===== src/hdl/doss_pkg.sv =====
// doss_pkg: shared types and constants of the dual orbit step sequencer
// gate bit positions, option bits, register indexes, knob maps, clock modes
// no dependencies
`default_nettype none

package doss_pkg;

	localparam int GATE_W = 10;

	localparam int GATE_RUN     = 0;
	localparam int GATE_LEAP    = 1;
	localparam int GATE_MODE_A  = 2;
	localparam int GATE_SPAN_A  = 4;
	localparam int GATE_GLOBAL  = 6;
	localparam int GATE_LOCAL_A = 7;
	localparam int GATE_RESET   = 9;

	localparam int OPT_RUN_RESET = 0;
	localparam int OPT_QUANT     = 1;
	localparam int OPT_COPY      = 2;

	localparam logic [2:0] REG_KNOB_0  = 3'd0;
	localparam logic [2:0] REG_KNOB_1  = 3'd1;
	localparam logic [2:0] REG_KNOB_2  = 3'd2;
	localparam logic [2:0] REG_KNOB_3  = 3'd3;
	localparam logic [2:0] REG_HOLDOFF = 3'd4;
	localparam logic [2:0] REG_OPTIONS = 3'd5;

	localparam logic [1:0] CLK_GLOBAL = 2'd0;
	localparam logic [1:0] CLK_LOCAL  = 2'd1;
	localparam logic [1:0] CLK_BOTH   = 2'd2;

	localparam logic [15:0] HOLDOFF_RESET = 16'd44;
	localparam logic [2:0]  OPTIONS_RESET = 3'd2;
	localparam logic [1:0]  SPAN_RESET    = 2'd1;

	localparam int VOLT_W = 19;

	// step position to knob index, one row per sequencer
	localparam logic [3:0] KNOB_MAP [2][16] = '{
		'{4'd0, 4'd1, 4'd2, 4'd3, 4'd4, 4'd5, 4'd6, 4'd7,
		  4'd0, 4'd8, 4'd9, 4'd10, 4'd11, 4'd12, 4'd13, 4'd14},
		'{4'd0, 4'd8, 4'd9, 4'd10, 4'd11, 4'd12, 4'd13, 4'd14,
		  4'd0, 4'd1, 4'd2, 4'd3, 4'd4, 4'd5, 4'd6, 4'd7}
	};

	typedef struct packed {
		logic [1:0] span;
		logic       quant;
	} volt_ctl_t;

endpackage

`default_nettype wire


===== src/hdl/doss_volt.sv =====
// doss_volt: knob value to control voltage, linear or semitone quantized
// uses doss_pkg (volt_ctl_t, VOLT_W)
`default_nettype none

module doss_volt #(
	parameter int KNOB_BITS = 12
) (
	input  logic [KNOB_BITS-1:0]              knob,
	input  doss_pkg::volt_ctl_t               ctl,
	output logic signed [doss_pkg::VOLT_W-1:0] voltage
);
	import doss_pkg::*;

	localparam int PW = KNOB_BITS + 3;
	localparam int UW = PW + 2 + 14;
	localparam int QW = KNOB_BITS + 7;
	localparam int MW = VOLT_W - 1;

	logic [2:0]          mul;
	logic [PW-1:0]       prod;
	logic [UW-1:0]       lin_wide;
	logic [MW-1:0]       lin_mag;
	logic [MW-1:0]       offset;
	logic signed [VOLT_W-1:0] lin_volt;
	logic [QW-1:0]       qa;
	logic [QW-1:0]       qb;
	logic [QW-1:0]       qmag;
	logic [QW-1:0]       qround;
	logic [5:0]          semis;
	logic [MW-1:0]       qvolt_mag;
	logic signed [VOLT_W-1:0] qvolt;

	always_comb begin
		mul = {ctl.span, 1'b1};
		prod = PW'(knob) * PW'(mul);

		// k * (2r+1) * 49152 / 2^KNOB_BITS, with 49152 = 3 << 14
		lin_wide = (UW'(prod) * UW'(3)) << 14;
		lin_mag = MW'(lin_wide >> KNOB_BITS);
		offset = MW'(ctl.span) * MW'(49152);
		lin_volt = signed'({1'b0, lin_mag}) - signed'({1'b0, offset});

		// semitones, rounded half away from zero
		qa = QW'(prod) * QW'(12);
		qb = QW'(5'(ctl.span) * 5'd12) << KNOB_BITS;
		qmag = (qa >= qb) ? (qa - qb) : (qb - qa);
		qround = (qmag + (QW'(1) << (KNOB_BITS - 1))) >> KNOB_BITS;
		semis = 6'(qround);
		qvolt_mag = MW'({semis, 12'b0});
		qvolt = (qa >= qb) ? signed'({1'b0, qvolt_mag}) : -signed'({1'b0, qvolt_mag});

		voltage = ctl.quant ? qvolt : lin_volt;
	end

endmodule

`default_nettype wire


===== src/hdl/dual_orbit_step_sequencer_core.sv =====
// dual_orbit_step_sequencer_core: top level, edge detection, step state, output register
// uses doss_pkg and doss_volt
//
//  channel  | handshake                     | payload
//  request  | item_valid / item_ready       | gate_levels, jump_chance, random_a, random_b
//  result   | result_valid / result_ready   | voltage_a/b, position_a/b, status fields
//  config   | cfg_write                     | cfg_index, cfg_data
//
// one request per cycle while result_ready holds; via input, second and result registers
// the step state loop: input register, state update, second register
// voltage scaling sits between the second register and the result register
// arst_n resets all control and step state to fixed values; no clearing pass
// ready chains back through the stages, so bubbles are filled while the result waits
`default_nettype none

module dual_orbit_step_sequencer_core #(
	parameter int KNOB_BITS = 12
) (
	input  logic        clk,
	input  logic        arst_n,

	input  logic        cfg_write,
	input  logic [2:0]  cfg_index,
	input  logic [63:0] cfg_data,

	input  logic        item_valid,
	output logic        item_ready,
	input  logic [9:0]  gate_levels,
	input  logic [16:0] jump_chance,
	input  logic [15:0] random_a,
	input  logic [15:0] random_b,

	output logic        result_valid,
	input  logic        result_ready,
	output logic signed [18:0] voltage_a,
	output logic signed [18:0] voltage_b,
	output logic [3:0]  position_a,
	output logic [3:0]  position_b,
	output logic        run_state,
	output logic        leap_state,
	output logic [1:0]  clock_mode_a,
	output logic [1:0]  clock_mode_b,
	output logic [1:0]  octave_span_a,
	output logic [1:0]  octave_span_b
);
	import doss_pkg::*;

	// configuration
	logic [63:0] bank_q [4];
	logic [15:0] holdoff_ticks_q;
	logic [2:0]  opt_q;

	// step state
	logic             run_q;
	logic             leap_q;
	logic [3:0]       pos_q [2];
	logic [1:0]       cm_q [2];
	logic [1:0]       span_q [2];
	logic [15:0]      hold_q;
	logic [GATE_W-1:0] prev_q;

	// stage 1: request register
	logic              v_s1;
	logic [GATE_W-1:0] lv_s1;
	logic [16:0]       chance_s1;
	logic [15:0]       rnd_s1 [2];

	// stage 2: knobs and status
	logic                 v_s2;
	logic [KNOB_BITS-1:0] k_s2 [2];
	volt_ctl_t            ctl_s2 [2];
	logic [3:0]           pos_s2 [2];
	logic [1:0]           cm_s2 [2];
	logic                 run_s2;
	logic                 leap_s2;

	// result register
	logic                    res_valid_q;
	logic signed [VOLT_W-1:0] volt_q [2];
	logic [3:0]              pos_out_q [2];
	logic [1:0]              cm_out_q [2];
	logic [1:0]              span_out_q [2];
	logic                    run_out_q;
	logic                    leap_out_q;

	logic adv_out;
	logic adv_s2;
	logic adv_s1;

	// next-state logic
	logic [GATE_W-1:0]    rise;
	logic                 run_n;
	logic                 leap_n;
	logic [15:0]          hold;
	logic [15:0]          hold_n;
	logic [3:0]           pos [2];
	logic [1:0]           cm_n [2];
	logic [1:0]           span_n [2];
	logic                 fire [2];
	logic                 jump [2];
	logic [GATE_W-1:0]    prev_n;
	logic [3:0]           kidx [2];
	logic [15:0]          slot [2];
	logic signed [VOLT_W-1:0] volt [2];

	function automatic logic [1:0] cycle3(input logic [1:0] v);
		return v[1] ? 2'd0 : v + 2'd1;
	endfunction

	assign adv_out = !res_valid_q || result_ready;
	assign adv_s2 = !v_s2 || adv_out;
	assign adv_s1 = !v_s1 || adv_s2;
	assign item_ready = adv_s1;

	always_ff @(posedge clk or negedge arst_n) begin
		if (!arst_n) begin
			for (int b = 0; b < 4; b++)
				bank_q[b] <= '0;
			holdoff_ticks_q <= HOLDOFF_RESET;
			opt_q <= OPTIONS_RESET;
		end else if (cfg_write) begin
			unique case (cfg_index)
				REG_KNOB_0: bank_q[0] <= cfg_data;
				REG_KNOB_1: bank_q[1] <= cfg_data;
				REG_KNOB_2: bank_q[2] <= cfg_data;
				REG_KNOB_3: bank_q[3] <= cfg_data;
				REG_HOLDOFF: holdoff_ticks_q <= cfg_data[15:0];
				REG_OPTIONS: opt_q <= cfg_data[2:0];
				default: ;
			endcase
		end
	end

	always_comb begin
		rise = lv_s1 & ~prev_q;
		run_n = run_q ^ rise[GATE_RUN];
		leap_n = leap_q ^ rise[GATE_LEAP];
		hold = hold_q;
		pos = pos_q;
		if (rise[GATE_RUN] && run_n) begin
			hold = holdoff_ticks_q;
			if (opt_q[OPT_RUN_RESET]) begin
				pos[0] = 4'd0;
				pos[1] = 4'd0;
			end
		end
		for (int i = 0; i < 2; i++) begin
			cm_n[i] = rise[GATE_MODE_A + i] ? cycle3(cm_q[i]) : cm_q[i];
			span_n[i] = rise[GATE_SPAN_A + i] ? cycle3(span_q[i]) : span_q[i];
		end
		for (int i = 0; i < 2; i++) begin
			fire[i] = (rise[GATE_GLOBAL] && !cm_n[i][0])
				|| (rise[GATE_LOCAL_A + i] && cm_n[i] != CLK_GLOBAL);
			jump[i] = (pos[i][2:0] == 3'd7 || leap_n) && ({1'b0, rnd_s1[i]} < chance_s1);
			if (fire[i] && run_n && hold == 16'd0)
				pos[i] = {pos[i][3] ^ jump[i], pos[i][2:0] + 3'd1};
		end
		if (opt_q[OPT_COPY])
			pos[1] = pos[0];
		prev_n = lv_s1;
		if (rise[GATE_RESET]) begin
			pos[0] = 4'd0;
			pos[1] = 4'd0;
			hold = holdoff_ticks_q;
			prev_n[GATE_GLOBAL] = 1'b1;
		end
		hold_n = (hold != 16'd0) ? hold - 16'd1 : hold;
		for (int i = 0; i < 2; i++) begin
			kidx[i] = KNOB_MAP[i][pos[i]];
			slot[i] = bank_q[kidx[i][3:2]][{kidx[i][1:0], 4'b0} +: 16];
		end
	end

	always_ff @(posedge clk or negedge arst_n) begin
		if (!arst_n) begin
			v_s1 <= 1'b0;
		end else if (adv_s1) begin
			v_s1 <= item_valid;
		end
	end

	always_ff @(posedge clk) begin
		if (item_valid && adv_s1) begin
			lv_s1 <= gate_levels;
			chance_s1 <= jump_chance;
			rnd_s1[0] <= random_a;
			rnd_s1[1] <= random_b;
		end
	end

	always_ff @(posedge clk or negedge arst_n) begin
		if (!arst_n) begin
			v_s2 <= 1'b0;
			run_q <= 1'b0;
			leap_q <= 1'b0;
			hold_q <= HOLDOFF_RESET;
			prev_q <= '1;
			for (int i = 0; i < 2; i++) begin
				pos_q[i] <= 4'd0;
				cm_q[i] <= CLK_GLOBAL;
				span_q[i] <= SPAN_RESET;
			end
		end else if (adv_s2) begin
			v_s2 <= v_s1;
			if (v_s1) begin
				run_q <= run_n;
				leap_q <= leap_n;
				hold_q <= hold_n;
				prev_q <= prev_n;
				pos_q <= pos;
				cm_q <= cm_n;
				span_q <= span_n;
			end
		end
	end

	always_ff @(posedge clk) begin
		if (v_s1 && adv_s2) begin
			for (int i = 0; i < 2; i++) begin
				k_s2[i] <= slot[i][KNOB_BITS-1:0];
				ctl_s2[i].span <= span_n[i];
				ctl_s2[i].quant <= opt_q[OPT_QUANT];
			end
			pos_s2 <= pos;
			cm_s2 <= cm_n;
			run_s2 <= run_n;
			leap_s2 <= leap_n;
		end
	end

	for (genvar g = 0; g < 2; g++) begin : g_volt
		doss_volt #(
			.KNOB_BITS(KNOB_BITS)
		) u_volt (
			.knob(k_s2[g]),
			.ctl(ctl_s2[g]),
			.voltage(volt[g])
		);
	end

	always_ff @(posedge clk or negedge arst_n) begin
		if (!arst_n) begin
			res_valid_q <= 1'b0;
		end else if (adv_out) begin
			res_valid_q <= v_s2;
		end
	end

	always_ff @(posedge clk) begin
		if (v_s2 && adv_out) begin
			volt_q <= volt;
			pos_out_q <= pos_s2;
			cm_out_q <= cm_s2;
			span_out_q[0] <= ctl_s2[0].span;
			span_out_q[1] <= ctl_s2[1].span;
			run_out_q <= run_s2;
			leap_out_q <= leap_s2;
		end
	end

	assign result_valid = res_valid_q;
	assign voltage_a = volt_q[0];
	assign voltage_b = volt_q[1];
	assign position_a = pos_out_q[0];
	assign position_b = pos_out_q[1];
	assign run_state = run_out_q;
	assign leap_state = leap_out_q;
	assign clock_mode_a = cm_out_q[0];
	assign clock_mode_b = cm_out_q[1];
	assign octave_span_a = span_out_q[0];
	assign octave_span_b = span_out_q[1];

endmodule

`default_nettype wire


===== config.mk =====
export PLATFORM = sky130hd
export DESIGN_NAME = dual_orbit_step_sequencer_core
export DESIGN_NICKNAME = d
export VERILOG_FILES = /design/src/hdl/doss_pkg.sv /design/src/hdl/doss_volt.sv /design/src/hdl/dual_orbit_step_sequencer_core.sv
export SDC_FILE = /design/constraint.sdc
export NUM_CORES = 1
export LEC_CHECK = 0
export BUFFER_PORTS_ARGS = -buffer_cell sky130_fd_sc_hd__clkbuf_2
export CAP_MARGIN = 25
export CORE_ASPECT_RATIO = 1.75
export CORE_MARGIN = 10
export CORE_UTILIZATION = 49
export CTS_CLUSTER_DIAMETER = 60
export DETAILED_ROUTE_END_ITERATION = 8
export PLACE_DENSITY = 0.64
export SETUP_SLACK_MARGIN = 0.05
export SLEW_MARGIN = 20
export SYNTH_ARGS = -nofsm -noshare
export SYNTH_HDL_FRONTEND = slang
export SYNTH_SLANG_ARGS = --single-unit

===== constraint.sdc =====
create_clock -name clk -period 20 [get_ports clk]
set_input_delay 1 -clock clk [delete_from_list [all_inputs] [get_ports clk]]
set_output_delay 1 -clock clk [all_outputs]
set_load 0.005 [all_outputs]

# --- Yosys cells after proc, flatten, opt, wreduce, memory -nomap -nowiden ---
# Memories as Yosys holds them, arrays and structs flattened.
# Cells that the tools add are included.
word_totals:
  elab_cells: 173
  in_bits: 131
  out_inout_bits: 58
  mem_bits_rw: 66
  n_memories: 6
  regBits: 415
  romBits: 128
mem_list:
  columns: ["name", "depth", "width", "rd", "rd_ports_with_merged_regs", "wr", "line", "source"]
  rows:
  - ["(no name shown)", 16, 4, 1, 0, 0, "dual_orbit_step_sequencer_core.sv:169", "kidx[i] = KNOB_MAP[i][pos[i]];"]
  - ["(no name shown)", 16, 4, 1, 0, 0, "dual_orbit_step_sequencer_core.sv:169", null]
  - ["rnd_s1", 2, 16, 2, 0, 2, "dual_orbit_step_sequencer_core.sv:66", "logic [15:0] rnd_s1 [2];"]
  - ["k_s2", 2, 12, 2, 0, 2, "dual_orbit_step_sequencer_core.sv:70", "logic [KNOB_BITS-1:0] k_s2 [2];"]
  - ["ctl_s2", 2, 3, 2, 0, 2, "dual_orbit_step_sequencer_core.sv:71", "volt_ctl_t ctl_s2 [2];"]
  - ["span_out_q", 2, 2, 2, 0, 2, "dual_orbit_step_sequencer_core.sv:82", "logic [1:0] span_out_q [2];"]
classes:
  n_lt_le_gt_ge: 8
  n_eq_ne: 7
  n_bitwise: 10
  n_addsub: 17
  multipliers: 10
  n_mux: 40
  n_shift: 2
  n_reduce_logical: 38
op_table:
  columns: ["op", "n"]
  rows:
  - ["binary-select mux 64 bit (select 2 bit)", 2]
  - ["2-to-1 mux 64 bit", 4]
  - ["variable part select 64 x 7 -> 12 bit", 2]
  - ["2-to-1 mux 19 bit", 4]
  - ["subtractor 18 bit", 4]
  - ["2-to-1 mux 16 bit", 3]
  - [">= comparator 19 x 18 -> 1 bit", 2]
  - ["negation 18 -> 19 bit", 2]
  - ["subtractor 18 x 18 -> 19 bit", 2]
  - ["adder 18 x 12 -> 18 bit (second input constant)", 2]
  - ["2-to-1 mux 18 bit", 2]
  - ["< comparator 16 x 17 -> 1 bit", 2]
  - ["multiplier 15 x 2 -> 17 bit (second input constant)", 2]
  - ["multiplier 15 x 2 -> 16 bit (second input constant)", 2]
  - ["multiplier 12 x 3 -> 15 bit", 2]
  - ["2-to-1 mux 4 bit", 7]
  - ["2-to-1 mux 8 bit", 3]
  - ["zero test 16 bit", 1]
  - ["multiplier 2 x 2 -> 4 bit (second input constant)", 4]
  - ["2-to-1 mux 2 bit", 8]
  - ["nonzero test 16 bit", 1]
  - ["subtractor 16 x 1 -> 16 bit (second input constant)", 1]
  - ["logical AND 1 bit", 14]
  - ["AND reduction 2 bit", 7]
  - ["17 further kinds", 49]

# --- Depth between registers and ports, before layout ---
# Gate-level depths: netlist (run 1).
depth:
  depth_word: 21
  depth_mapped: 41

# --- By module ---
# Synthesis (run 1) repeated with hierarchy kept, for this count alone.
hier_totals:
  cells_unflattened: 2510
  hier_area_um2: 26046.2
modules_own_cells:
  columns: ["mod", "cells_per_inst", "area_each_um2", "instances"]
  rows:
  - ["dual_orbit_step_sequencer_core", 1710, 20280.7, 1]
  - ["doss_volt (g_volt[1].u_volt)", 398, 2887.8, 1]
  - ["doss_volt (g_volt[0].u_volt)", 402, 2877.8, 1]

# --- Least setup slack after synthesis (run 1) ---
# OpenSTA, ideal clock, no wires.
synth_timing:
  path_kind: "register -> register"
  start: "mem ctl_s2[1][2] in the netlist's numbering"
  end: "reg volt_q, in the netlist voltage_b[16] (data pin)"
  stages_incl_launch_ff: 40
  slack_ps: 12217
  n_path_buf: 4
  t_arrival_ps: 7513
  path_cell_list: "edfxtp_1 clkbuf_1 nand2_1 fa_1 inv_1 ha_1 fa_1 a211o_1 a21o_1 a21oi_1 xnor2_1 ha_1 clkbuf_1 a211oi_1 and2_1 o21ai_0 a21oi_1 o21ai_0 [4 not listed] clkbuf_1 a21o_1 a2111o_1 inv_1 o211ai_1 or2_2 buf_2 nor2_1 xnor2_1 ha_1 inv_1 xnor2_1 nand3_1 and2_1 ha_1 a31oi_1 xnor2_1 a21oi_1"
synth_rtl:
  columns: ["item", "line", "source"]
  rows:
  - ["start: declaration", "dual_orbit_step_sequencer_core.sv:71", null]
  - ["end signal: assignment", "dual_orbit_step_sequencer_core.sv:251", "volt_q <= volt;"]
  - ["end: declaration", "dual_orbit_step_sequencer_core.sv:79", "logic signed [VOLT_W-1:0] volt_q [2];"]

==> results of run 1 <==
[critical path: cells and delay by family, from the launching register on]
kind | cells | cell delay [ns]
fa+ha+maj | 7 | 2.31
compound gates | 14 | 3.23
xor+xnor | 4 | 0.66
simple gates | 7 | 1.29
buf+inv | 3 | 0.18
flops | 1 | 0.74
[cells in the mapped netlist (all sizes together) (5+ instances only)]
library cell / instances
clkbuf: 82
a311o: 13
or4: 5
xor2: 22
a211oi: 70
o221ai: 14
a21o: 38
mux4: 24
o21bai: 7
or2: 15
mux2i: 37
ha: 124
nand2b: 36
xnor2: 55
fa: 26
o21ai: 92
o31ai: 10
nand2: 283
a211o: 15
o22ai: 32
and3: 12
nor3: 22
and4: 6
a21oi: 84
nor4: 12
inv: 117
nor3b: 5
a22oi: 6
a311oi: 14
o2111ai: 5
and2: 74
a31oi: 43
nor4b: 5
edfxtp: 154
o211ai: 23
nand4: 13
nand3b: 5
o21a: 12
dfrtp: 239
dfstp: 19
nor2b: 27
mux2: 221
buf: 44
nand3: 57
nor2: 116
[layout make-up]
cell class | count | area [um^2]
antenna | 5 | 12.51
clock buffer | 51 | 1104
clock inverter | 25 | 281.5
fill | 4566 | 23040
inverter | 118 | 442.9
multi-input combinational | 1735 | 13250
sequential | 412 | 11100
tap | 672 | 840.8
timing repair buffer | 201 | 1129
[how the worst max path moves through the flow]
stage          cells after the start              startpoint                      end
3_3_place_gp                      36  ctl_s2[1][1]$_DFFE_PP_  voltage_b[18]$_DFFE_PP_
2_1_floorplan                     39  ctl_s2[1][2]$_DFFE_PP_  voltage_b[16]$_DFFE_PP_
6_report                          35  ctl_s2[1][1]$_DFFE_PP_  voltage_b[18]$_DFFE_PP_
4_1_cts                           36  ctl_s2[1][2]$_DFFE_PP_  voltage_b[18]$_DFFE_PP_
5_1_grt                           36  ctl_s2[1][1]$_DFFE_PP_  voltage_b[18]$_DFFE_PP_
3_5_place_dp                      36  ctl_s2[1][2]$_DFFE_PP_  voltage_b[18]$_DFFE_PP_
[cells by family after synthesis]
family | Yosys count | synth area share, %
adder cells (fa/ha/maj) | 150 | 8.207
flip-flops | 412 | 43.98
multiplexers | 282 | 13.48
XOR/XNOR | 79 | 2.854
AND/OR/NAND/NOR | 707 | 13.61
buffers and inverters | 244 | 3.831
AO/OA/AOI/OAI | 513 | 14.02
other | 1 | 0.01485
[layer usage]
layer / wire length [um] / vias up
met5: 25 / -
met4: 2642 / 4
met3: 3359 / 150
met2: 35420 / 539
met1: 24980 / 9407
li1: - / 8929
[placed cells by master, fill, tap and decap left out, types with 32 or more instances in the layout]
cell type and count:
nand2_1 280, clkbuf_16 41, mux2i_1 36, ha_1 124, a21o_1 35, and2_1 57, o22ai_1 32, nand2b_1 36
o21ai_0 83, inv_1 115, nor2_1 115, edfxtp_1 154, nand3_1 56, mux2_2 220, a211oi_1 68, clkbuf_2 171
a21oi_1 79, dfrtp_1 239, a31oi_1 42, xnor2_1 55
[sequential cells by signal, summed over array words and instances, names as in the netlist, 5 cells and up]
signal,flops
lv_s1,10
voltage_a,17
bank_q,192
pos_s2,8
ctl_s2,5
pos_q,8
holdoff_ticks_q,16
rnd_s1,32
prev_q,10
chance_s1,17
voltage_b,17
hold_q,16
k_s2,24
[metrics by stage]
stage / cell area (um^2) / setup WS, ns / utilization, % / hold slack [ns]
3_3_place_gp: 26700 / 11.55 / 52.16 / 0.4015
6_report: 28160 / 11.31 / 55.01 / 0.4184
3_5_place_dp: 26710 / 11.40 / 52.17 / 0.4045
4_1_cts: 28100 / 11.35 / 54.88 / 0.4199
5_1_grt: 28160 / 10.68 / 54.99 / 0.4242
2_1_floorplan: 25260 / 12.22 / - / 0.4003
==> reports/qor.csv, run 1 <==
metric,value,unit
RSZ-0062 raised after global routing,false,
DIE HEIGHT,320.3,um
iteration-0 DRC count of the detailed router,1222,
Setup TNS,0,ns
Mapped Area,0.02525,mm^2
register area share after synthesis,43.98,%
total of max-cap violations,0,
reg2reg setup slack,11.31,ns
antenna violations before repair,4,
Worst-path clk slew,0.07,ns
Mapped Cells,2388,
Synth top area share,23.69,%
Slew @ Worst Pin,1.142,ns
Routed WL,66430,um
Avg WL per Cell,20.64,um
Synth area leader,dfrtp_1,
CTS Hold Buffers Added,0,
vias per inst,5.911,
hold depth,0,
grt ovf,0,
slowest cell delay on critical path,0.74,ns
synthesis-stage register bit count,412,
max-slew violations,0,
R2R depth,35,
final hold viol count,0,
reg2reg start,ctl_s2[1][1]$_DFFE_PP_,
Initial Utilization,49.31,%
DP Wirelength,47290,um
share of layout cells above drive strength 1,22.97,%
CTS tree,yes,
Num CTS Buffers,41,
slew margin rel.,22.38,%
Port Buffer Count,172,
Critical Path Start Type,register,
Root Driver,clkbuf_16,
GP Congestion,0.8647,
CP max FO,14,
hold path startpoint,pos_s2[4]$_DFFE_PP_,
fin crit period,8.689,ns
routed vias,19030,
# IOs,189,
met1 layer usage reported by global route,23.70,%
H-tree Lvls,2,
first-pass GRT wire length,105800,um
R2R Path End,voltage_b[18]$_DFFE_PP_,
ranking of synthesized cells by area,"dfrtp_1 24%, edfxtp_1 18%, mux2_2 9.8%",
Sink Count,412,
Final period util,43.45,%
gr usage total,21.53,%
Post-synth EDFFs,154,
# setup viols final,0,
Finished Layout Cells,3219,
Critical Path RT,20.30,ns
antenna-violating nets left,0,
Max Clock Freq,115.1,MHz
M2 GR Usage,39.61,%
row count,110,
Most Crowded Layer GR,met2,
dpl cells,3136,
largest net degree at the start of global routing,114,
die width,191.6,um
Crit-path slowest cell,edfxtp_1,
worst hold path type,register to register,
CP Data Arrival Time,8.99,ns
core area,0.05120,mm^2
Resized cells post-CTS,0,
Ys Warns,0,
ys async rst share,62.62,%
most numerous cell on the critical path,ha_1,
nets,2790,
Clock Latency Late Sink,0.59,ns
Max clock buf depth,3,
Fin Clk Skew,0.02426,ns
Syn Area/Cell,10.57,um^2
DRC viols,0,
post-CTS setup buffers,0,
CP Class,register to register,
die area,0.06136,mm^2
Syn-to-layout area delta,11.55,%
Worst setup EP type,register,
status,"finished, final reports clean",
vias in the first global route,19640,
met3 usage,3.369,%
DR pass1 iterations,6,
ys flop type,dfrtp_1,
Hold Path End,position_a[0]$_DFFE_PP_,
Yosys cell types,94,
Power of run 1 is not shown: default switching activity piles up to over one toggle a cycle in this logic, so the estimate is an artifact.
==> run 2, diff against run 1 <==
- clock period: 20 -> 9.1 ns (I/O delays scaled with it)
==> run 2 against run 1 <==
Maximum frequency increased by 4.5%; die area unchanged; clock-buffer cell count increased by 5; via count decreased by 0.53%; hold slack got worse by 0.36 ns; non-clock buffer count increased by 10; sequential cell count unchanged; cell count increased by 0.12%.
==> reports/qor.csv, run 2 (synthesized netlist as in run 1, its figures left out) <==
metric,value,unit
Hold Path End,rnd_s1[0][29]$_DFFE_PP_,
CP Data Arrival Time,8.61,ns
Fin Clk Skew,0.02388,ns
GP Congestion,0.8677,
status,"finished, final reports clean",
Critical Path RT,9.40,ns
routed vias,18930,
Largest regs,"bank_q x192, rnd_s1 x32, k_s2 x24",
largest net degree at the start of global routing,81,
iteration-0 DRC count of the detailed router,1168,
vias per inst,5.873,
die area,0.06136,mm^2
fin crit period,8.315,ns
# IOs,189,
Final period util,91.37,%
Slew @ Worst Pin,0.9765,ns
reg2reg setup slack,0.78,ns
fill count,4597,
antenna violations before repair,2,
most frequent cells in the layout,"280 x nand2_1, 239 x dfrtp_1, 220 x mux2_2",
# setup viols final,0,
R2R Path End,voltage_b[16]$_DFFE_PP_,
"most common cell after layout, fill and taps aside",nand2_1,
core area,0.05120,mm^2
Crit-path slowest cell,fa_1,
max-slew violations,0,
row count,110,
DP Wirelength,47260,um
antenna-violating nets left,0,
Num CTS Buffers,41,
max FFs per register,192,
R2R depth,36,
Clock Latency Late Sink,0.57,ns
Initial Utilization,49.31,%
Worst setup EP type,register,
dpl cells,3139,
Syn-to-layout area delta,11.56,%
CP max FO,14,
total of max-cap violations,0,
hold path startpoint,random_b[13],
DIE HEIGHT,320.3,um
hold depth,1,
RSZ-0062 raised after global routing,false,
Port Buffer Count,172,
gr usage total,21.11,%
slew margin rel.,34.90,%
grt ovf,0,
DR pass1 iterations,5,
die width,191.6,um
WP buf/inv,4,
Critical Path Start Type,register,
CP Class,register to register,
Max clock buf depth,3,
H-tree Lvls,2,
reg2reg start,ctl_s2[1][2]$_DFFE_PP_,
Setup TNS,0,ns
Sink Count,412,
nets,2800,
final hold viol count,0,
share of layout cells above drive strength 1,23.22,%
Fin Hold WS,0.05529,ns
Max Clock Freq,120.3,MHz
Routed WL,65760,um
Stages on worst setup path,36,
Finished Layout Cells,3223,
slowest cell delay on critical path,0.51,ns
worst hold path type,input pin to register,
Worst-path clk slew,0.07,ns
crit-path leading delay family,compound AO/OA/AOI/OAI gates,
first-pass GRT wire length,104000,um
Avg WL per Cell,20.40,um
Root Driver,clkbuf_16,
CTS tree,yes,
post-layout util,55.01,%
Biggest register,bank_q,
vias in the first global route,19480,
DRC viols,0,
run 2: how the worst max path moves through the flow:
stage	startpoint	end	slack (ns)
global placement	ctl_s2[1][1]$_DFFE_PP_	voltage_b[16]$_DFFE_PP_	0.75
CTS	ctl_s2[1][1]$_DFFE_PP_	voltage_b[18]$_DFFE_PP_	0.50
floorplan	ctl_s2[1][2]$_DFFE_PP_	voltage_b[16]$_DFFE_PP_	1.32
detailed placement	ctl_s2[1][1]$_DFFE_PP_	voltage_b[16]$_DFFE_PP_	0.53
finish	ctl_s2[1][2]$_DFFE_PP_	voltage_b[16]$_DFFE_PP_	0.78
global route	ctl_s2[1][2]$_DFFE_PP_	voltage_b[18]$_DFFE_PP_	0.07
run 2: per-layer routing:
layer	track usage (%)	wire [um]	vias up
li1	-	-	8960
met1	22.93	24720	9370
met2	39.72	35280	482
met3	3.358	3420	115
met4	7.925	2321	2
met5	0	13	-
run 2: stage by stage:
stage,worst slack [ns],cell area [um^2]
2_1_floorplan,1.317,25260
3_3_place_gp,0.7496,26740
3_5_place_dp,0.5270,26740
4_1_cts,0.5003,28060
5_1_grt,0.07495,28160
6_report,0.7849,28170
run 2: what timing repair did:
item                                   in CTS  in global routing
buffers inserted                            0                  7
endpoints found under the hold margin      53                  0
setup endpoints to repair                   0                  6
gates resized for setup                     0                  0
hold buffers                                1                  0
run 2: layout make-up:
class | instances | area [um^2] | share of cell area [%]
repair buffers | 211 | 1215 | 4.313
flip-flops and latches | 412 | 11100 | 39.43
well taps | 672 | 840.8 | 2.985
clock buffers | 56 | 1132 | 4.020
diodes | 1 | 2.502 | 0.008885
multi-input cells | 1735 | 13250 | 47.04
inverters | 118 | 442.9 | 1.573
clock inverters | 18 | 177.7 | 0.6308
Power of run 2 is left out for the same reason.
